### src/rtl/owbm_pkg.sv
// Shared types and constants of the one-wire bus master.
package owbm_pkg;

    // Byte framing
    localparam int BitsPerByte = 8;
    localparam int BitIdxW     = $clog2(BitsPerByte);

    // Timing register bank
    localparam int CfgCount  = 7;
    localparam int CfgAddrW  = 3;
    localparam int CfgDataW  = 16;
    localparam int TickW     = 16;

    // Register indexes
    localparam logic [CfgAddrW-1:0] REG_RESET_LOW  = 3'd0;
    localparam logic [CfgAddrW-1:0] REG_PRES_WAIT  = 3'd1;
    localparam logic [CfgAddrW-1:0] REG_RESET_TAIL = 3'd2;
    localparam logic [CfgAddrW-1:0] REG_WR1_LOW    = 3'd3;
    localparam logic [CfgAddrW-1:0] REG_WR0_LOW    = 3'd4;
    localparam logic [CfgAddrW-1:0] REG_SLOT_TAIL  = 3'd5;
    localparam logic [CfgAddrW-1:0] REG_READ_LOW   = 3'd6;

    // Register reset values
    localparam logic [TickW-1:0] RST_RESET_LOW  = 16'd480;
    localparam logic [TickW-1:0] RST_PRES_WAIT  = 16'd80;
    localparam logic [TickW-1:0] RST_RESET_TAIL = 16'd400;
    localparam logic [TickW-1:0] RST_WR1_LOW    = 16'd1;
    localparam logic [TickW-1:0] RST_WR0_LOW    = 16'd50;
    localparam logic [TickW-1:0] RST_SLOT_TAIL  = 16'd50;
    localparam logic [TickW-1:0] RST_READ_LOW   = 16'd1;

    // Recovery after a write-zero low time
    localparam logic [TickW-1:0] WR0_RECOVERY = 16'd1;

    // Item kinds
    localparam logic KIND_COMMAND = 1'b0;
    localparam logic KIND_TICK    = 1'b1;

    // Commands
    typedef enum logic [1:0] {
        CMD_RESET = 2'd0,
        CMD_WRITE = 2'd1,
        CMD_READ  = 2'd2
    } t_cmd;

    // Bus sequencer phases
    typedef enum logic [5:0] {
        PH_IDLE     = 6'b000001,
        PH_RST_LOW  = 6'b000010,
        PH_RST_WAIT = 6'b000100,
        PH_RST_TAIL = 6'b001000,
        PH_BIT_LOW  = 6'b010000,
        PH_BIT_TAIL = 6'b100000
    } t_phase;

endpackage

### src/rtl/owbm_in_if.sv
// Input channel of the one-wire bus master: commands and microsecond ticks.
interface owbm_in_if;
    logic       valid;
    logic       ready;
    logic       kind;
    logic [1:0] command;
    logic [7:0] write_data;
    logic       line_in;

    modport source (output valid, output kind, output command, output write_data,
                    output line_in, input ready);
    modport sink   (input valid, input kind, input command, input write_data,
                    input line_in, output ready);
endinterface

### src/rtl/owbm_out_if.sv
// Result channel of the one-wire bus master.
interface owbm_out_if;
    logic       valid;
    logic       ready;
    logic       drive_low;
    logic       busy_res;
    logic       done_res;
    logic       presence;
    logic [7:0] read_data;
    logic       rejected;

    modport source (output valid, output drive_low, output busy_res, output done_res,
                    output presence, output read_data, output rejected, input ready);
    modport sink   (input valid, input drive_low, input busy_res, input done_res,
                    input presence, input read_data, input rejected, output ready);
endinterface

### src/rtl/one_wire_bus_master_unit.sv
// One-wire bus master: timing registers, bus sequencer and result register.
//
//   channel  | direction | transaction
//   ---------+-----------+--------------------------------------------------
//   i_in     | in        | command (reset, write byte, read byte) or tick
//   o_out    | out       | line drive, busy, done, presence, read byte, reject
//   i_cfg_*  | in        | write of one 16-bit timing register
//
// Each input transaction updates the sequencer state and the result register
// at the same edge; one transaction per cycle is sustained while results are
// taken. The result register is the only buffer; a new transaction enters in
// the cycle its predecessor leaves, and input stalls only while a result waits
// unclaimed. Synchronous active-low reset restores the default timings, idles
// the sequencer, clears its line drive and empties the result register.
module one_wire_bus_master_unit (
    input  logic                              i_clk,
    input  logic                              i_rst_n,
    owbm_in_if.sink                           i_in,
    owbm_out_if.source                        o_out,
    input  logic                              i_cfg_we,
    input  logic [owbm_pkg::CfgAddrW-1:0]     i_cfg_addr,
    input  logic [owbm_pkg::CfgDataW-1:0]     i_cfg_wdata
);
    import owbm_pkg::*;

    // Timing registers
    logic [TickW-1:0]    r_cfg [CfgCount];

    // Sequencer state
    t_phase              r_phase,    n_phase;
    logic [1:0]          r_op,       n_op;
    logic [TickW-1:0]    r_tick,     n_tick;
    logic [BitIdxW-1:0]  r_bit,      n_bit;
    logic [7:0]          r_shift,    n_shift;
    logic                r_pres,     n_pres;
    logic                r_drive,    n_drive;
    logic [7:0]          r_last,     n_last;
    logic [TickW-1:0]    r_tail,     n_tail;

    // Result register
    logic                r_out_valid;
    logic                r_drive_o, r_busy_o, r_done_o, r_pres_o, r_rej_o;
    logic [7:0]          r_rdata_o;

    logic                in_fire;
    logic                n_done, n_rej, end_bit;
    logic [TickW-1:0]    tick_inc, limit, tail_len;
    logic                cur_bit;

    assign i_in.ready = !r_out_valid || o_out.ready;
    assign in_fire    = i_in.valid && i_in.ready;
    assign tick_inc   = (r_tick == {TickW{1'b1}}) ? r_tick : r_tick + TickW'(1);
    assign cur_bit    = r_shift[r_bit];

    // Write timing registers; indexes past the bank are dropped
    always_ff @(posedge i_clk) begin
        if (!i_rst_n) begin
            r_cfg[REG_RESET_LOW]  <= RST_RESET_LOW;
            r_cfg[REG_PRES_WAIT]  <= RST_PRES_WAIT;
            r_cfg[REG_RESET_TAIL] <= RST_RESET_TAIL;
            r_cfg[REG_WR1_LOW]    <= RST_WR1_LOW;
            r_cfg[REG_WR0_LOW]    <= RST_WR0_LOW;
            r_cfg[REG_SLOT_TAIL]  <= RST_SLOT_TAIL;
            r_cfg[REG_READ_LOW]   <= RST_READ_LOW;
        end else if (i_cfg_we && (i_cfg_addr < CfgAddrW'(CfgCount))) begin
            r_cfg[i_cfg_addr] <= i_cfg_wdata;
        end
    end

    // Advance the sequencer by one transaction
    always_comb begin
        n_phase  = r_phase;
        n_op     = r_op;
        n_tick   = r_tick;
        n_bit    = r_bit;
        n_shift  = r_shift;
        n_pres   = r_pres;
        n_drive  = r_drive;
        n_last   = r_last;
        n_tail   = r_tail;
        n_done   = 1'b0;
        n_rej    = 1'b0;
        end_bit  = 1'b0;
        limit    = '0;
        tail_len = '0;

        if (in_fire) begin
            if (i_in.kind == KIND_COMMAND) begin
                // Start an operation, or reject when busy or unknown
                if (r_phase != PH_IDLE) begin
                    n_rej = 1'b1;
                end else begin
                    unique case (i_in.command)
                        CMD_RESET: begin
                            n_op    = CMD_RESET;
                            n_tick  = '0;
                            n_bit   = '0;
                            n_drive = 1'b1;
                            n_phase = PH_RST_LOW;
                        end
                        CMD_WRITE: begin
                            n_op    = CMD_WRITE;
                            n_tick  = '0;
                            n_bit   = '0;
                            n_drive = 1'b1;
                            n_shift = i_in.write_data;
                            n_phase = PH_BIT_LOW;
                        end
                        CMD_READ: begin
                            n_op    = CMD_READ;
                            n_tick  = '0;
                            n_bit   = '0;
                            n_drive = 1'b1;
                            n_shift = '0;
                            n_phase = PH_BIT_LOW;
                        end
                        default: begin
                            n_rej = 1'b1;
                        end
                    endcase
                end
            end else if (r_phase != PH_IDLE) begin
                // Count the tick and check the current interval
                n_tick = tick_inc;
                unique case (r_phase)
                    PH_RST_LOW: begin
                        if (tick_inc >= r_cfg[REG_RESET_LOW]) begin
                            n_drive = 1'b0;
                            n_tick  = '0;
                            n_phase = PH_RST_WAIT;
                        end
                    end
                    PH_RST_WAIT: begin
                        if (tick_inc >= r_cfg[REG_PRES_WAIT]) begin
                            n_pres = !i_in.line_in;
                            n_tick = '0;
                            if (r_cfg[REG_RESET_TAIL] == '0) begin
                                n_phase = PH_IDLE;
                                n_done  = 1'b1;
                            end else begin
                                n_phase = PH_RST_TAIL;
                            end
                        end
                    end
                    PH_RST_TAIL: begin
                        if (tick_inc >= r_cfg[REG_RESET_TAIL]) begin
                            n_phase = PH_IDLE;
                            n_done  = 1'b1;
                        end
                    end
                    PH_BIT_LOW: begin
                        if (r_op == CMD_READ) begin
                            limit    = r_cfg[REG_READ_LOW];
                            tail_len = r_cfg[REG_SLOT_TAIL];
                        end else if (cur_bit) begin
                            limit    = r_cfg[REG_WR1_LOW];
                            tail_len = r_cfg[REG_SLOT_TAIL];
                        end else begin
                            limit    = r_cfg[REG_WR0_LOW];
                            tail_len = WR0_RECOVERY;
                        end
                        if (tick_inc >= limit) begin
                            // Sample a read bit on the release tick
                            if (r_op == CMD_READ && i_in.line_in) begin
                                n_shift[r_bit] = 1'b1;
                            end
                            n_drive = 1'b0;
                            n_tick  = '0;
                            n_tail  = tail_len;
                            if (tail_len == '0) begin
                                end_bit = 1'b1;
                            end else begin
                                n_phase = PH_BIT_TAIL;
                            end
                        end
                    end
                    PH_BIT_TAIL: begin
                        if (tick_inc >= r_tail) begin
                            end_bit = 1'b1;
                        end
                    end
                    default: begin
                        n_phase = PH_IDLE;
                        n_drive = 1'b0;
                    end
                endcase

                // Finish the byte or start the next slot
                if (end_bit) begin
                    if (r_bit == BitIdxW'(BitsPerByte - 1)) begin
                        if (r_op == CMD_READ) begin
                            n_last = n_shift;
                        end
                        n_phase = PH_IDLE;
                        n_drive = 1'b0;
                        n_done  = 1'b1;
                    end else begin
                        n_bit   = r_bit + BitIdxW'(1);
                        n_drive = 1'b1;
                        n_tick  = '0;
                        n_phase = PH_BIT_LOW;
                    end
                end
            end
        end
    end

    // Hold sequencer state
    always_ff @(posedge i_clk) begin
        if (!i_rst_n) begin
            r_phase <= PH_IDLE;
            r_op    <= CMD_RESET;
            r_tick  <= '0;
            r_bit   <= '0;
            r_shift <= '0;
            r_pres  <= 1'b0;
            r_drive <= 1'b0;
            r_last  <= '0;
            r_tail  <= '0;
        end else begin
            r_phase <= n_phase;
            r_op    <= n_op;
            r_tick  <= n_tick;
            r_bit   <= n_bit;
            r_shift <= n_shift;
            r_pres  <= n_pres;
            r_drive <= n_drive;
            r_last  <= n_last;
            r_tail  <= n_tail;
        end
    end

    // Track result valid
    always_ff @(posedge i_clk) begin
        if (!i_rst_n) begin
            r_out_valid <= 1'b0;
        end else if (in_fire) begin
            r_out_valid <= 1'b1;
        end else if (o_out.ready) begin
            r_out_valid <= 1'b0;
        end
    end

    // Load the result payload
    always_ff @(posedge i_clk) begin
        if (in_fire) begin
            r_drive_o <= n_drive;
            r_busy_o  <= (n_phase != PH_IDLE);
            r_done_o  <= n_done;
            r_pres_o  <= n_pres;
            r_rdata_o <= n_last;
            r_rej_o   <= n_rej;
        end
    end

    assign o_out.valid     = r_out_valid;
    assign o_out.drive_low = r_drive_o;
    assign o_out.busy_res  = r_busy_o;
    assign o_out.done_res  = r_done_o;
    assign o_out.presence  = r_pres_o;
    assign o_out.read_data = r_rdata_o;
    assign o_out.rejected  = r_rej_o;

endmodule

### src/flat_wrapper.sv
// flat-port wrapper written by rule: the top's interface ports become plain ports
module one_wire_bus_master_unit_flat import owbm_pkg::*;
  (i_clk, i_rst_n, i_cfg_we, i_cfg_addr, i_cfg_wdata, i_in_valid, i_in_kind, i_in_command, i_in_write_data, i_in_line_in, i_in_ready, o_out_valid, o_out_drive_low, o_out_busy_res, o_out_done_res, o_out_presence, o_out_read_data, o_out_rejected, o_out_ready);
  owbm_in_if i_in_i ();
  owbm_out_if o_out_i ();
  input  logic i_clk;
  input  logic i_rst_n;
  input  logic i_cfg_we;
  input  logic [owbm_pkg::CfgAddrW-1:0] i_cfg_addr;
  input  logic [owbm_pkg::CfgDataW-1:0] i_cfg_wdata;
  input wire logic [$bits(i_in_i.valid)-1:0] i_in_valid;
  input wire logic [$bits(i_in_i.kind)-1:0] i_in_kind;
  input wire logic [$bits(i_in_i.command)-1:0] i_in_command;
  input wire logic [$bits(i_in_i.write_data)-1:0] i_in_write_data;
  input wire logic [$bits(i_in_i.line_in)-1:0] i_in_line_in;
  output wire logic [$bits(i_in_i.ready)-1:0] i_in_ready;
  output wire logic [$bits(o_out_i.valid)-1:0] o_out_valid;
  output wire logic [$bits(o_out_i.drive_low)-1:0] o_out_drive_low;
  output wire logic [$bits(o_out_i.busy_res)-1:0] o_out_busy_res;
  output wire logic [$bits(o_out_i.done_res)-1:0] o_out_done_res;
  output wire logic [$bits(o_out_i.presence)-1:0] o_out_presence;
  output wire logic [$bits(o_out_i.read_data)-1:0] o_out_read_data;
  output wire logic [$bits(o_out_i.rejected)-1:0] o_out_rejected;
  input wire logic [$bits(o_out_i.ready)-1:0] o_out_ready;
  assign i_in_i.valid = i_in_valid;
  assign i_in_i.kind = i_in_kind;
  assign i_in_i.command = i_in_command;
  assign i_in_i.write_data = i_in_write_data;
  assign i_in_i.line_in = i_in_line_in;
  assign i_in_ready = i_in_i.ready;
  assign o_out_valid = o_out_i.valid;
  assign o_out_drive_low = o_out_i.drive_low;
  assign o_out_busy_res = o_out_i.busy_res;
  assign o_out_done_res = o_out_i.done_res;
  assign o_out_presence = o_out_i.presence;
  assign o_out_read_data = o_out_i.read_data;
  assign o_out_rejected = o_out_i.rejected;
  assign o_out_i.ready = o_out_ready;
  one_wire_bus_master_unit u_core (.i_clk(i_clk), .i_rst_n(i_rst_n), .i_in(i_in_i), .o_out(o_out_i), .i_cfg_we(i_cfg_we), .i_cfg_addr(i_cfg_addr), .i_cfg_wdata(i_cfg_wdata));
endmodule
### config.mk
export PLATFORM = sky130hd
export DESIGN_NAME = one_wire_bus_master_unit_flat
export DESIGN_NICKNAME = d
export VERILOG_FILES = /design/src/rtl/owbm_pkg.sv /design/src/rtl/owbm_in_if.sv /design/src/rtl/owbm_out_if.sv /design/src/rtl/one_wire_bus_master_unit.sv /design/src/flat_wrapper.sv
export SDC_FILE = /design/constraint.sdc
export NUM_CORES = 1
export LEC_CHECK = 0
export ABC_AREA = 0
export BUFFER_PORTS_ARGS = -buffer_cell sky130_fd_sc_hd__buf_4
export CORE_UTILIZATION = 30
export DETAILED_ROUTE_END_ITERATION = 12
export PLACE_DENSITY = 0.48
export SLEW_MARGIN = 10
export SYNTH_ARGS = -nofsm -noshare
export SYNTH_HDL_FRONTEND = slang
export SYNTH_SLANG_ARGS = --single-unit
### constraint.sdc
create_clock -name i_clk -period 4.1 [get_ports i_clk]
set_input_delay 0.82 -clock i_clk [delete_from_list [all_inputs] [get_ports i_clk]]
set_output_delay 0.82 -clock i_clk [all_outputs]
set_load 0.005 [all_outputs]
==> results.cfg <==
[critical_path]
worstReg2RegEnd = u_core.r_tick[12]$_SDFFE_PN0P_
worst_setup_path_end_kind = flip-flop
r2r-start = u_core.r_bit[0]$_SDFFE_PN0P_
start_kind = flip-flop
slowest_delay_ns = 0.55
arrival_ns = 4.43
cp_slowest_cell = mux4_2
r2r_cells = 19
path_delay_family = simple AND/OR/NAND/NOR gates
path_class = reg2reg
cp_data_required_time_ns = 4.46
crit_chain = mux2i_1 > mux4_2 > buf_12 > clkbuf_16 > mux2i_1 > nor2_1 > a21oi_2 > ha_1 > nand2_1 > o211ai_1 > buf_4 > nor3_4 > buf_4 > o211ai_1 > nand2_2 > nor2_4 > a211o_4 > or3b_1 > a21boi_1
r2r_setup_slack_ns = 0.04
critPathBufInv = 4
path_max_fanout = 6

[synth]
seq_area_frac_synth_pct = 46.1
synth_fa_ha_area_share_pct = 10.3
yosys.area_share.simple_pct = 20.4
synth-compound-area-share_pct = 13.9
ys_ff_latch = 187
ys.flop_type = edfxtp_1
synth_xor_area_share_pct = 1.09
syn_nets = 1255
synth.area.mux_share_pct = 2.89
synth_edf_count = 109
synth_cell_type_count = 67
yosysWarningCount = 0
synth_cells = 1133
syn-mean-instance-area_sq_um = 9.26
synth.cell_area_sq_um = 10500
synth_top_family_by_area = simple AND/OR/NAND/NOR gates
synth-async-reset-ratio_pct = 0

[power]
p_sw_mw = 1.08
p_seq_share_pct = 51.2
powerDensity_nw_per_um2 = 303
switching_share_pct = 26.2
totalPowerFinal_mw = 4.12
p_int_mw = 3.04
pwr-share-comb_pct = 10.9
power_frac_clock_pct = 37.9
vdd_drop_max_mv = 0.281
power_leakage_nw = 5.58

[timing]
max-slew-margin-rel_pct = 45.1
rsz0062_at_grt = true
tightest_slew_ns = 0.820
slew_violations = 0
finalCriticalPeriod_ns = 4.06
clock.fmax_mhz = 246
finClkSkew_ns = 0.0137
post-route-period-util_pct = 99.1
finalHoldViolations = 0
setup_violations = 0

[clock_tree]
htreeDepth = 4
cts.clk_slew.worst_paths_ns = 0.07
numCtsBuffers = 17
clock-sinks = 187
insertion_delay_ns = 0.44
cts_tree = done
clockBufferDepth = 2
cts_hold_buf = 0
root_buffer = clkbuf_16

[drt]
routedLengthMet1_microns = 15600
routed-wl-met2_microns = 14100
wl_met3_microns = 1090
highest_layer = met4
wire_per_inst_microns = 18.0
dr.pass1.iters = 5
vias_per_cell = 4.92
routed_wl_microns = 31800
vias = 8702
drc = 0
drt_iter0_markers = 464
ant_nets = 0

[layout]
syn_to_final_growth_pct = 29.7
multi_input_area_sq_um = 5660
nFillCells = 3447
final_cells = 1767
drive_above_1_share_pct = 25.9
diodes = 0
ff_latch_area_sq_um = 4860
nets = 1421
post-route-util_pct = 39.5

[min_path]
hold_class = reg2reg
hold_depth = 2
hold-path-endpoint = u_core.r_tail[4]$_SDFFE_PN0P_
hold_start = u_core.r_tail[4]$_SDFFE_PN0P_

[global_routing]
grt_pass1_wl_microns = 48800
first_global_vias = 8374
grt_max_degree = 71
grt_antenna_before_repair = 0
grt_usage_pct = 18.0
grt_overflow = 0

[die]
fp-row-count = 68
die_x_microns = 189
coreArea_sq_um = 34500
start_util_pct = 30.4
pin_count = 51
dieArea_sq_um = 35700
die_y_microns = 189

[placed_design]
place.gp.congestion = 0.836
portBuffers = 50
placed_cells = 1702
dp_hpwl_microns = 22300

[outcome]
status = completed

[run]
cap_viol_max_count = 0
-- worst max-delay path by stage --
| stage | from | end | slack (ns) | cells past startpoint |
|---|---|---|---|---|
| 2_1_floorplan | u_core.r_bit[0]$_SDFFE_PN0P_ | u_core.r_tick[12]$_SDFFE_PN0P_ | 0.06 | 18 |
| 3_3_place_gp | u_core.r_tick[0]$_SDFFE_PN0P_ | u_core.r_tick[12]$_SDFFE_PN0P_ | -0.50 | 18 |
| 3_5_place_dp | u_core.r_tick[0]$_SDFFE_PN0P_ | u_core.r_tick[12]$_SDFFE_PN0P_ | -0.49 | 18 |
| 4_1_cts | u_core.r_tick[2]$_SDFFE_PN0P_ | u_core.r_tick[12]$_SDFFE_PN0P_ | -0.02 | 17 |
| 5_1_grt | u_core.r_tick[2]$_SDFFE_PN0P_ | u_core.o_out.busy_res$_DFFE_PP_ | -0.21 | 19 |
| 6_report | u_core.r_bit[0]$_SDFFE_PN0P_ | u_core.r_tick[12]$_SDFFE_PN0P_ | 0.04 | 19 |
-- what timing repair did --
item                                   4_1_cts  5_1_grt
pin swaps                                   14       50
endpoints found under the hold margin        0        0
buffers inserted                            12       22
gates resized for setup                     52       94
setup endpoints to repair                   49       56
gates cloned                                 4        1
-- worst min-delay path, stage by stage, from the launching register on --
cell and delay [ns]:
dfxtp_1 0.31, nand2_1 0.05, a21boi_1 0.05
-- per-layer routing --
| metal | GRT usage (%) | up-vias |
|---|---|---|
| met4 | 6.30 | 0 |
| li1 | - | 4319 |
| met5 | 0 | - |
| met1 | 25.0 | 4177 |
| met3 | 3.10 | 44 |
| met2 | 28.1 | 162 |
-- through the flow --
step	setup TNS, ns	hold slack [ns]	setup WS [ns]	area (sq um)
after floorplan	0	0.431	0.0626	10500
after global placement	-8.02	0.440	-0.499	12100
after detailed placement	-7.80	0.447	-0.495	12100
after CTS	-0.0152	0.455	-0.0152	13100
after global routing	-3.81	0.479	-0.210	13600
final	0	0.454	0.0367	13600
-- final cells by class --
type | instances | area share [%]
well taps | 455 | 4.19
multi-input cells | 806 | 41.6
repair buffers | 194 | 12.0
clock inverters | 12 | 0.764
clock buffers | 20 | 3.21
flip-flops and latches | 187 | 35.7
inverters | 93 | 2.58
-- Yosys cell counts (3+ instances only) --
master / n / share of area, %
nand2_1: 144 / 5.2
nor2_1: 117 / 4.2
edfxtp_1: 109 / 31
inv_1: 93 / 3.3
a21oi_1: 89 / 4.2
ha_1: 86 / 10
dfxtp_1: 78 / 15
nand3_1: 38 / 1.8
clkbuf_1: 37 / 1.3
and2_1: 31 / 1.8
a21boi_0: 28 / 2.0
mux2i_1: 28 / 2.7
o21ai_0: 27 / 1.3
nand2b_1: 19 / 1.1
nor3_1: 19 / 0.91
nor4_1: 17 / 1.0
nand4_1: 16 / 0.95
o211ai_1: 15 / 1.1
o21ai_1: 13 / 0.62
nor2b_1: 12 / 0.72
a211oi_1: 11 / 0.79
o31ai_1: 8 / 0.57
or3_1: 7 / 0.42
xnor2_1: 7 / 0.58
a21boi_1: 6 / 0.43
xor2_1: 6 / 0.50
a21o_1: 5 / 0.36
a31oi_1: 5 / 0.30
buf_2: 4 / 0.19
buf_6: 4 / 0.43
nand3b_1: 4 / 0.29
nor3b_1: 4 / 0.29
o21a_1: 3 / 0.21
-- sequential cells by signal (all words and copies together), names as in the netlist, 2 cells and up --
register	flops
u_core.r_last	8
u_core.r_bit	3
u_core.r_op	2
u_core.r_tick	16
u_core.o_out.read_data	8
u_core.r_shift	8
u_core.r_phase	6
u_core.r_tail	16
u_core.r_cfg	112
-- placed cells by master, fill, tap and decap left out, types with 6 or more instances in the layout --
master	n
a21oi_2	13
nand2b_1	18
nor3_1	13
o21ai_1	14
buf_12	8
ha_4	8
dfxtp_1	65
ha_1	75
mux2i_1	27
a211oi_1	7
a21boi_0	27
a21boi_1	7
nor2b_1	11
nand4_1	16
or3_1	7
nor2_4	7
inv_1	89
clkbuf_16	18
nand2_1	136
dfxtp_2	11
nand3_1	36
buf_6	9
buf_4	175
nand2_2	8
and2_1	30
edfxtp_1	109
o211ai_1	15
o31ai_1	6
nor4_1	11
o21ai_0	21
a21oi_1	76
nor2_1	108
-- power groups by stage --
stage | registers (mW) | logic, mW | clock network [mW]
floorplan | 2.14 | 0.238 | 0
global placement | 2.15 | 0.407 | 0
detailed placement | 2.15 | 0.409 | 0
CTS | 2.11 | 0.418 | 1.60
global route | 2.12 | 0.496 | 1.67
finish | 2.11 | 0.448 | 1.56
-- cells by family after synthesis --
logic type / after synthesis
AO/OA/AOI/OAI: 231
XOR/XNOR: 13
adder cells (fa/ha/maj): 86
buffers and inverters: 141
flip-flops: 187
multiplexers: 29
AND/OR/NAND/NOR: 446
(Power assumes the default switching activity.)
